==> src/rtl/gfrm_div.sv <==
`timescale 1ns / 1ps
// ----------------------------------------------------------------------------
// gfrm_div
// Restoring divider, one quotient bit per cycle; splits a raster position
// into coordinates.
// ----------------------------------------------------------------------------
module gfrm_div #(
  parameter int DVD_W = 13,
  parameter int DVS_W = 5
) (
  input  logic             clk,
  input  logic             rst,
  input  logic             start,
  input  logic [DVD_W-1:0] dividend,
  input  logic [DVS_W-1:0] divisor,
  output logic             done,
  output logic [DVD_W-1:0] quotient,
  output logic [DVS_W-1:0] remainder
);

  localparam int CNT_W = $clog2(DVD_W + 1);

  logic             running;
  logic [CNT_W-1:0] cnt;
  logic [DVS_W-1:0] dvs;
  logic [DVS_W:0]   trial;
  logic             fits;

  // shift next dividend bit into the partial remainder
  assign trial = {remainder, quotient[DVD_W-1]};
  assign fits  = trial >= {1'b0, dvs};

  always_ff @(posedge clk) begin
    if (rst) begin
      running <= 1'b0;
      done    <= 1'b0;
      cnt     <= '0;
    end else begin
      done <= 1'b0;
      if (start) begin
        running   <= 1'b1;
        cnt       <= CNT_W'(DVD_W);
        quotient  <= dividend;
        remainder <= '0;
        dvs       <= divisor;
      end else if (running) begin
        if (fits) begin
          remainder <= DVS_W'(trial - {1'b0, dvs});
        end else begin
          remainder <= DVS_W'(trial);
        end
        quotient <= {quotient[DVD_W-2:0], fits};
        cnt      <= cnt - CNT_W'(1);
        if (cnt == CNT_W'(1)) begin
          running <= 1'b0;
          done    <= 1'b1;
        end
      end
    end
  end

endmodule

==> config.mk <==
export PLATFORM = sky130hd
export DESIGN_NAME = gfrm_div
export DESIGN_NICKNAME = d
export VERILOG_FILES = /design/src/rtl/gfrm_div.sv
export SDC_FILE = /design/constraint.sdc
export NUM_CORES = 1
export LEC_CHECK = 0
export ABC_AREA = 1
export BUFFER_PORTS_ARGS = -buffer_cell sky130_fd_sc_hd__buf_2
export CAP_MARGIN = 30
export CORE_MARGIN = 2
export CORE_UTILIZATION = 45
export CTS_CLUSTER_SIZE = 24
export DETAILED_ROUTE_END_ITERATION = 10
export PLACE_DENSITY = 0.75
export SLEW_MARGIN = 20
export SYNTH_ARGS = -nofsm -noshare
export SYNTH_HDL_FRONTEND = slang
export SYNTH_SLANG_ARGS = --single-unit
==> constraint.sdc <==
create_clock -name clk -period 2.9 [get_ports clk]
set_clock_uncertainty 0.05 [all_clocks]
set_input_delay 0.29 -clock clk [delete_from_list [all_inputs] [get_ports clk]]
set_output_delay 0.29 -clock clk [all_outputs]
set_load 0.03 [all_outputs]
# Yosys cells after proc, flatten, opt, wreduce, memory -nomap -nowiden
# Cells that the tools add are included.
[classes] n_addsub=2 magnitude_cmp=1 eq_ne=1 mux=10 bitwise=2 n_reduce_logical=5
[op_table] cell="$mux W13" n=2
[op_table] cell="$mux W5" n=2
[op_table] cell="$mux W4" n=2
[op_table] cell="$ge A6 B5 Y1" n=1
[op_table] cell="$sub A5 B5 Y5" n=1
[op_table] cell="$eq A4 B1 Y1 const B" n=1
[op_table] cell="$mux W1" n=4
[op_table] cell="$reduce_and A2 Y1" n=2
[op_table] cell="$sub A4 B1 Y4 const B" n=1
[op_table] cell="$reduce_or A3 Y1" n=1
[op_table] cell="$not A1 Y1" n=2
[op_table] cell="$reduce_bool A2 Y1" n=1
[op_table] cell="$reduce_or A2 Y1" n=1
[totals] ff_bits=29 inputBits=21 out_inout_bits=19 elab_cells=28

# Depth between registers and ports, before layout
# Gate-level depths: netlist (run 1).
[logic_depth] ltp_word=4 ltp_mapped=11

# Worst setup path after synthesis (run 1)
# OpenSTA, ideal clock, no wires.
[synth_path] path_kind="reg-to-reg" start="register quotient[12]" end="register quotient[0], data pin" t_arrival_ns=1.686 slack_ns=0.908 path_stages_with_launch=11 path_buffers=0 synth_period_minus_slack_ns=1.992 cell_sequence="edfxtp_1 inv_1 ha_1 inv_1 fa_1 nand2_1 nand2_2 nand3_4 inv_1 nor2_1 o21ai_2"
[synth_between] elab_chain_cells=3
[synth_rtl] item="from (decl)" line_no="17" rtl="output logic [DVD_W-1:0] quotient,"
[synth_rtl] item="from (signal assigned)" line_no="43" rtl="quotient <= dividend;"
[synth_rtl] item="from (signal assigned)" line_no="52" rtl="quotient <= {quotient[DVD_W-2:0], fits};"
[synth_rtl] item="$ge A6 B5 Y1" line_no="31" rtl="assign fits = trial >= {1'b0, dvs};"
[synth_rtl] item="$mux W13" line_no="46" rtl="end else if (running) begin"
[synth_rtl] item="$mux W13" line_no="40" rtl="if (start) begin"
# No other way between the ends. The select of a mux whose other input is x is not followed.
# A chain may end at the register's enable or synchronous reset.

# Worst setup path in the final report (run 1)
# Ends and elaborated chain as after synthesis.

==> flow_summary.json, run 1 <==
{
  "status": "completed",
  "first_pass_iters": 4,
  "synth_flop_cell": "edfxtp_1",
  "htree_num_levels": 2,
  "grt_max_degree": 21,
  "pwr-share-seq_pct": 53.2,
  "power_frac_clock_pct": 23.0,
  "required_ns": 2.93,
  "syn_inst": 161,
  "cp-end-kind": "flip-flop",
  "startpoint_type": "flip-flop",
  "slew_violations": 0,
  "synth_top_area_cell": "edfxtp_1",
  "place_inst": 242,
  "yosysMostFrequentCell": "nand2_1",
  "critPathSlowestCell": "fa_1",
  "synth.avg_cell_area_um2": 9.15,
  "cp_common_cell": "inv_1",
  "ys_warn_count": 0,
  "drtAntennaViolNets": 0,
  "path_class": "flip-flop to flip-flop",
  "grt_pass1_vias": 1048,
  "worstSetupPathDepth": 10,
  "layout_min_cycle_time_ns": 1.93,
  "port-buffer-count": 39,
  "powerDensity_mw_per_mm2": 538,
  "dieHeight_um": 61.2,
  "arrival_ns": 1.96,
  "hold_ws_ns": 0.0839,
  "place.gp.congestion": 0.857,
  "finalCritPeriodShare_pct": 66.5,
  "grtUsageTotal_pct": 17.7,
  "peakVddDrop_uv": 312,
  "antenna_found_initial": 0,
  "core_mm2": 0.00308,
  "cts_resized": 0,
  "cts_made_buffers": 5,
  "die_w_um": 61.2,
  "yosysSeqAreaShare_pct": 55.0,
  "crit_family": "adder cells",
  "drive_above_1_share_pct": 26.3,
  "crit_fanout": 9,
  "rrSetupSlack_ns": 0.97,
  "p_leak_nw": 0.858,
  "cts_root_buffer": "clkbuf_4",
  "clk_latency_ns": 0.33,
  "p_int_mw": 0.652,
  "via_per_inst": 4.69,
  "stdcell_count": 249,
  "fin_util_pct": 57.4,
  "syn_to_final_growth_pct": 19.8,
  "critPathMaxStageDelay_ns": 0.40,
  "cts_hold_buf": 0,
  "fillCellCount": 300,
  "routedWlPerCell_um": 11.9,
  "initial_utilization_pct": 47.9,
  "row_count": 20,
  "crit_chain": "inv_1 > ha_1 > inv_1 > fa_1 > nand2_1 > nand2_2 > nand3_4 > inv_1 > nor2_1 > o21ai_2",
  "synth.top_cells.by_count": "55 x nand2_1, 23 x edfxtp_1, 20 x inv_1, 16 x nor2_1, 8 x nand3_1",
  "syn_area_mm2": 0.00147,
  "hold_viol": 0,
  "drtIter0Drc": 44,
  "power.switching_mw": 0.298,
  "grt-ovfl-total": 0,
  "ys_types": 23,
  "tns_ns": 0,
  "worst_pin_slew_ns": 0.495,
  "async_reset_ff_share_pct": 0,
  "grt_pass1_wl_um": 4670,
  "max_freq_mhz": 518,
  "switching_share_pct": 31.4,
  "max_slew_margin_pct": 66.9,
  "synth-seq-cells": 29,
  "drt_wl_total_um": 2960,
  "p_comb_share_pct": 23.7,
  "drc": 0,
  "cts.sinks": 29,
  "post-cts-setup-buffers": 0,
  "nets": 234,
  "num_antenna_cells": 0,
  "finalSetupViolCount": 0,
  "hp-class": "input port to flip-flop",
  "synth_edf_count": 23,
  "cts_max_path_buffers": 2,
  "synth_top_area_share_pct": 46.9,
  "fp.dieArea_mm2": 0.00375,
  "rsz0062_at_grt": "no",
  "clkTransAtPathRegs_ns": 0.08,
  "vias": 1167,
  "tritoncts": "built",
  "reg2regPathDepth": 10,
  "syn-num-nets": 190,
  "io_pins": 40,
  "min_delay_path_depth": 1,
  "hpwl_um": 2190,
  "ys_top_cells_by_area": "edfxtp_1 47%, nand2_1 14%, dfxtp_1 8.1%, ha_1 5.9%, inv_1 5.1%",
  "critical_path_buf_inv_count": 3,
  "cap_violations": 0
}
-- cell type report --
class / count / area (um^2) / area share (%)
timing repair buffer: 41 / 210 / 11.9
tap: 44 / 55.1 / 3.12
sequential: 29 / 811 / 45.9
multi-input combinational: 108 / 569 / 32.2
clock inverter: 1 / 3.75 / 0.213
clock buffer: 6 / 41.3 / 2.34
inverter: 20 / 75.1 / 4.25
-- through the flow --
step / setup slack, ns / power [mW] / cell area (um^2)
after floorplan: 0.908 / 0.677 / 1470
after global placement: 1.04 / 0.734 / 1720
after detailed placement: 0.965 / 0.742 / 1720
after CTS: 0.952 / 0.957 / 1770
after global routing: 0.746 / 1.01 / 1770
final: 0.971 / 0.950 / 1770
-- state kept, by name, indices dropped and copies added, names as in the netlist --
name	cells
dvs	5
remainder	5
done	1
running	1
quotient	13
cnt	4
-- final timing paths --
| path | startpoint | end |
|---|---|---|
| max | quotient[12] | quotient[0] |
| min | divisor[0] | dvs[0] |
| max reg2reg | quotient[12] | quotient[0] |
| min reg2reg | cnt[3] | cnt[3] |
-- power by group through the flow --
stage,clock network (mW),logic (mW),registers [mW]
floorplan,0,0.126,0.550
global placement,0,0.220,0.514
detailed placement,0,0.227,0.515
CTS,0.223,0.228,0.506
global route,0.246,0.255,0.510
finish,0.219,0.226,0.506
-- layout by cell type (no fill, tap or decap) --
cell      instances
a211o_1           1
a21boi_1          1
a21oi_1           5
a31oi_1           2
buf_2            39
buf_4             2
clkbuf_1          1
clkbuf_4          5
clkinv_1          1
dfxtp_1           6
edfxtp_1         23
fa_1              1
ha_1              7
inv_1            20
nand2_1          55
nand2_2           1
nand3_1           8
nand3_2           2
nand3_4           1
nor2_1           16
nor2_2            2
nor3_1            1
nor4_1            1
o21a_1            1
o21ai_2           2
xor2_1            1
-- per-layer routing --
metal | track usage, % | part of all wire [%] | vias up
li1 | - | - | 608
met1 | 21.7 | 45 | 519
met2 | 27.2 | 46 | 35
met3 | 7.98 | 6.9 | 5
met4 | 7.76 | 1.3 | 0
met5 | 0 | 0 | -
-- cell families (layout without fill, tap and decap cells) --
logic type               Yosys count  in the layout  share of synthesized area, %
buffers and inverters             24             68                          6.37
flip-flops                        29             29                          55.0
adder cells (fa/ha/maj)            8              8                          7.30
XOR/XNOR                           1              1                         0.594
AO/OA/AOI/OAI                     12             12                          5.35
AND/OR/NAND/NOR                   87             87                          25.4
No activity file was read; power rests on OpenSTA's default activity.
==> run 2: changes to the inputs <==
==> constraint.sdc (replaced) <==
create_clock -name clk -period 2 [get_ports clk]
set_clock_uncertainty 0.05 [all_clocks]
set_input_delay 0.2 -clock clk [delete_from_list [all_inputs] [get_ports clk]]
set_output_delay 0.2 -clock clk [all_outputs]
set_load 0.03 [all_outputs]
==> run 2 against run 1 <==
Final cell count is 2.8% higher. Highest routed layer unchanged. Die area stayed put. Critical endpoint unchanged. Worst hold slack worse by 0.011 ns. Critical path type unchanged. Routed wire length is 2.5% higher. Critical path depth stayed put. Non-clock buffer count is 6 higher.
==> flow_summary.json, run 2 (same netlist as run 1, synthesis figures left out) <==
{
  "hold_viol": 0,
  "p_int_mw": 0.960,
  "core_mm2": 0.00308,
  "max_slew_margin_pct": 66.5,
  "switching_share_pct": 31.5,
  "finalSetupViolCount": 0,
  "reg2reg_from": "quotient[12]",
  "first_pass_iters": 4,
  "arrival_ns": 1.88,
  "grt_pass1_wl_um": 4860,
  "critPathMaxStageDelay_ns": 0.42,
  "io_pins": 40,
  "stdcell_count": 256,
  "setup_slack_ns": 0.142,
  "cts_root_buffer": "clkbuf_4",
  "clkTransAtPathRegs_ns": 0.09,
  "grt_pass1_vias": 1077,
  "vias": 1206,
  "worst_pin_slew_ns": 0.500,
  "grt_max_degree": 21,
  "reg2regPathDepth": 10,
  "peakVddDrop_uv": 350,
  "row_count": 20,
  "cts.sinks": 29,
  "p_comb_share_pct": 25.0,
  "place.gp.congestion": 0.836,
  "min-delay-start": "rst",
  "tritoncts": "built",
  "crit_chain": "inv_2 > ha_1 > inv_1 > fa_2 > nand2_2 > nand2_4 > nand3_4 > inv_1 > nor2_2 > o21ai_2",
  "top_register": "quotient",
  "htree_num_levels": 2,
  "hp-class": "input port to flip-flop",
  "drt_wl_total_um": 3040,
  "power_frac_clock_pct": 22.6,
  "status": "completed",
  "clk_latency_ns": 0.32,
  "fp.dieArea_mm2": 0.00375,
  "antenna_found_initial": 0,
  "drive_above_1_share_pct": 28.3,
  "largest_register_ffs": 13,
  "nets": 241,
  "pwr-share-seq_pct": 52.4,
  "syn_to_final_growth_pct": 25.2,
  "path_class": "flip-flop to flip-flop",
  "final_common_cell": "nand2_1",
  "initial_utilization_pct": 47.9,
  "via_per_inst": 4.71,
  "layout_min_cycle_time_ns": 1.86,
  "fillCellCount": 293,
  "tns_ns": 0,
  "hpwl_um": 2110,
  "min_delay_path_depth": 2,
  "place_inst": 242,
  "critPathSlowestCell": "edfxtp_1",
  "cts_made_buffers": 5,
  "powerDensity_mw_per_mm2": 759,
  "grtUsageTotal_pct": 18.7,
  "cp_common_cell": "inv_1",
  "place_ws_ns": 0.0389,
  "startpoint_type": "flip-flop",
  "slew_violations": 0,
  "drtIter0Drc": 58,
  "crit_start": "quotient[12]",
  "drc": 0,
  "mostFrequentLayoutCells": "54 x nand2_1, 39 x buf_2, 23 x edfxtp_1",
  "p_leak_nw": 0.889,
  "power.switching_mw": 0.441,
  "rsz0062_at_grt": "no",
  "finalPower_mw": 1.40,
  "drtAntennaViolNets": 0,
  "port-buffer-count": 39,
  "max_freq_mhz": 538,
  "num_antenna_cells": 0,
  "reg_top3": "quotient: 13 flops, dvs: 5 flops, remainder: 5 flops",
  "required_ns": 2.02,
  "grt-ovfl-total": 0,
  "die_w_um": 61.2,
  "finalCritPeriodShare_pct": 92.9,
  "dieHeight_um": 61.2,
  "cp-end-kind": "flip-flop",
  "cap_violations": 0,
  "cts_max_path_buffers": 2,
  "routedWlPerCell_um": 11.9,
  "crit_fanout": 5
}
run 2: worst paths after layout:
path,slack (ns),end
setup / recovery,0.14,quotient[0]
hold / removal,0.07,cnt[2]
setup reg to reg,0.14,quotient[0]
hold reg to reg,0.43,cnt[3]
run 2: final cells by class:
type / instances / area (um^2) / share of cell area (%)
sequential: 29 / 811 / 43.9
multi-input combinational: 109 / 592 / 32.1
timing repair buffer: 47 / 268 / 14.5
inverter: 20 / 75.1 / 4.07
tap: 44 / 55.1 / 2.98
clock buffer: 6 / 41.3 / 2.24
clock inverter: 1 / 3.75 / 0.203
run 2: power by group through the flow:
stage / combinational, mW / sequential (mW) / clock [mW]
final: 0.350 / 0.733 / 0.317
after CTS: 0.334 / 0.733 / 0.334
after floorplan: 0.183 / 0.798 / 0
after global placement: 0.319 / 0.746 / 0
after global routing: 0.399 / 0.739 / 0.360
after detailed placement: 0.326 / 0.746 / 0
run 2: layer usage:
metal,vias up,global-route usage [%],part of all wire [%]
met5,-,0,0
met2,47,26.9,48
met1,529,25.8,45
met3,2,6.30,7.3
met4,0,8.39,0.49
li1,628,-,-
run 2: timing repair:
action | CTS | global route
hold endpoints to repair | 5 | 0
setup endpoints to repair | 0 | 6
buffers inserted | 0 | 1
gates resized for setup | 0 | 5
hold buffers | 5 | 0
run 2: critical path, delay by kind of cell, from the launching register on:
| family | cells | cell delay, ns |
|---|---|---|
| compound gates | 1 | 0.06 |
| fa+ha+maj | 2 | 0.51 |
| buf+inv | 3 | 0.21 |
| flops | 1 | 0.42 |
| simple gates | 4 | 0.38 |
run 2: metrics by stage:
| step | instance area (um^2) | util (%) | hold slack [ns] |
|---|---|---|---|
| final | 1850 | 60.0 | 0.0727 |
| after global routing | 1850 | 60.0 | 0.0704 |
| after CTS | 1820 | 59.0 | 0.0469 |
| after detailed placement | 1720 | 55.9 | 0.329 |
| after global placement | 1720 | 55.9 | 0.329 |
| after floorplan | 1470 | - | 0.219 |
==> run 3: changes to the inputs <==
--- a/config.mk
+++ b/config.mk
@@ -10,6 +10,7 @@
 export CAP_MARGIN = 30
 export CORE_MARGIN = 2
 export CORE_UTILIZATION = 45
+export CTS_BUF_LIST = sky130_fd_sc_hd__clkbuf_8
 export CTS_CLUSTER_SIZE = 24
 export DETAILED_ROUTE_END_ITERATION = 10
 export PLACE_DENSITY = 0.75
@@ -17,3 +18,4 @@
 export SYNTH_ARGS = -nofsm -noshare
 export SYNTH_HDL_FRONTEND = slang
 export SYNTH_SLANG_ARGS = --single-unit
+export TNS_END_PERCENT = 100
==> run 3 against run 2 <==
Sequential share of layout area increased by 0.82 points. Sequential power about the same. Combinational power decreased by 5%. Fmax increased by 1.8%. Power increased by 7.4%. Register-to-register slack improved by 0.03 ns. Global-route usage decreased by 0.53 points. Critical path type unchanged.
==> flow_summary.json, run 3 (same netlist as run 1, synthesis figures left out) <==
{
  "cp_common_cell": "inv_1",
  "crit_fanout": 5,
  "fillCellCount": 290,
  "cts_hold_buf": 0,
  "place_inst": 242,
  "drtAntennaViolNets": 0,
  "num_antenna_cells": 0,
  "port-buffer-count": 39,
  "clk_latency_ns": 0.28,
  "finalCritPeriodShare_pct": 91.3,
  "clkTransAtPathRegs_ns": 0.06,
  "hold_viol": 0,
  "mostFrequentLayoutCells": "55 x nand2_1, 39 x buf_2, 23 x edfxtp_1",
  "required_ns": 1.98,
  "die_w_um": 61.2,
  "crit_family": "adder cells",
  "critPathMaxStageDelay_ns": 0.39,
  "peakVddDrop_uv": 408,
  "max_freq_mhz": 548,
  "top_register": "quotient",
  "tns_ns": 0,
  "crit_chain": "inv_1 > ha_1 > inv_1 > fa_2 > nand2_1 > nand2_2 > nand3_4 > inv_1 > nor2_2 > o21ai_2",
  "path_class": "flip-flop to flip-flop",
  "largest_register_ffs": 13,
  "worst_pin_slew_ns": 0.491,
  "powerDensity_mw_per_mm2": 830,
  "fin_util_pct": 58.9,
  "htree_num_levels": 2,
  "syn_to_final_growth_pct": 22.9,
  "routedWlPerCell_um": 11.6,
  "place_ws_ns": 0.0389,
  "cts_max_path_buffers": 2,
  "vias": 1168,
  "nets": 235,
  "place.gp.congestion": 0.836,
  "placed_area_mm2": 0.00172,
  "drt_wl_total_um": 2910,
  "critical_path_buf_inv_count": 3,
  "dieHeight_um": 61.2,
  "fp.dieArea_mm2": 0.00375,
  "cts_root_buffer": "clkbuf_8",
  "cap_violations": 0,
  "stdcell_count": 250,
  "status": "completed",
  "via_per_inst": 4.67,
  "max_slew_margin_pct": 67.1,
  "slew_violations": 0,
  "tritoncts": "built",
  "grtUsageTotal_pct": 18.2,
  "startpoint_type": "flip-flop",
  "cp-end-kind": "flip-flop",
  "critPathSlowestCell": "edfxtp_1",
  "cts_made_buffers": 5,
  "initial_utilization_pct": 47.9,
  "postLayoutCellArea_mm2": 0.00181,
  "first_pass_iters": 4,
  "drive_above_1_share_pct": 27.7,
  "io_pins": 40,
  "rrSetupSlack_ns": 0.17,
  "layout_min_cycle_time_ns": 1.83,
  "cts.sinks": 29,
  "drtIter0Drc": 53,
  "final_common_cell": "nand2_1",
  "row_count": 20,
  "hpwl_um": 2110,
  "grt_max_degree": 21,
  "p_leak_nw": 0.878,
  "rsz0062_at_grt": "no",
  "hp-class": "input port to flip-flop",
  "core_mm2": 0.00308,
  "grt_pass1_wl_um": 4660,
  "grt-ovfl-total": 0,
  "drc": 0,
  "antenna_found_initial": 0,
  "grt_pass1_vias": 1053,
  "finalSetupViolCount": 0,
  "arrival_ns": 1.80,
  "setup_slack_ns": 0.174,
  "reg_top3": "quotient: 13 flops, dvs: 5 flops, remainder: 5 flops"
}
==> run 3: cell count changes in the layout (fill, tap and decap cells not counted), sizes merged <==
| cell | before | now |
|---|---|---|
| buf | 42 | 41 |
| inv | 20 | 21 |
| dlygate4sd3 | 5 | 0 |
| clkbuf | 6 | 5 |
==> run 3: layout make-up <==
cell class / count / area (um^2) / share of cell area [%]
Sequential cell: 29 / 811 / 44.8
Multi-Input combinational cell: 109 / 584 / 32.3
Timing Repair Buffer: 41 / 210 / 11.6
Inverter: 20 / 75.1 / 4.14
Clock buffer: 5 / 68.8 / 3.80
Tap cell: 44 / 55.1 / 3.04
Clock inverter: 2 / 7.51 / 0.414
==> run 3: path summary, 6_finish.rpt <==
path | start | endpoint | depth (start not counted)
min | divisor[1] | dvs[1] | 1
max | quotient[12] | quotient[0] | 10
max reg2reg | quotient[12] | quotient[0] | 10
min reg2reg | cnt[3] | cnt[3] | 2
==> run 3: through the flow <==
step,hold slack (ns),total power [mW]
2_1_floorplan,0.219,0.981
3_3_place_gp,0.329,1.07
3_5_place_dp,0.329,1.07
4_1_cts,0.0317,1.51
5_1_grt,0.0288,1.59
6_report,0.0404,1.50
==> run 3: where the power goes <==
part           switching (mW)  leakage [nW]  internal (mW)
registers              0.0270         0.270          0.708
logic                   0.218         0.564          0.115
clock network           0.208        0.0428          0.228
==> run 3: layer usage <==
layer / vias to the layer above / GRT usage, % / wire length (um) / share of wire (%)
li1: 610 / - / - / -
met1: 521 / 24.4 / 1370 / 47
met2: 30 / 25.7 / 1300 / 45
met3: 7 / 6.93 / 180 / 6.2
met4: 0 / 9.32 / 60 / 2.1
met5: - / 0 / 0 / 0
==> run 3: repair_timing <==
action	CTS	global route
gates resized for setup	0	2
hold endpoints to repair	0	0
buffers inserted	0	0
setup endpoints to repair	0	6
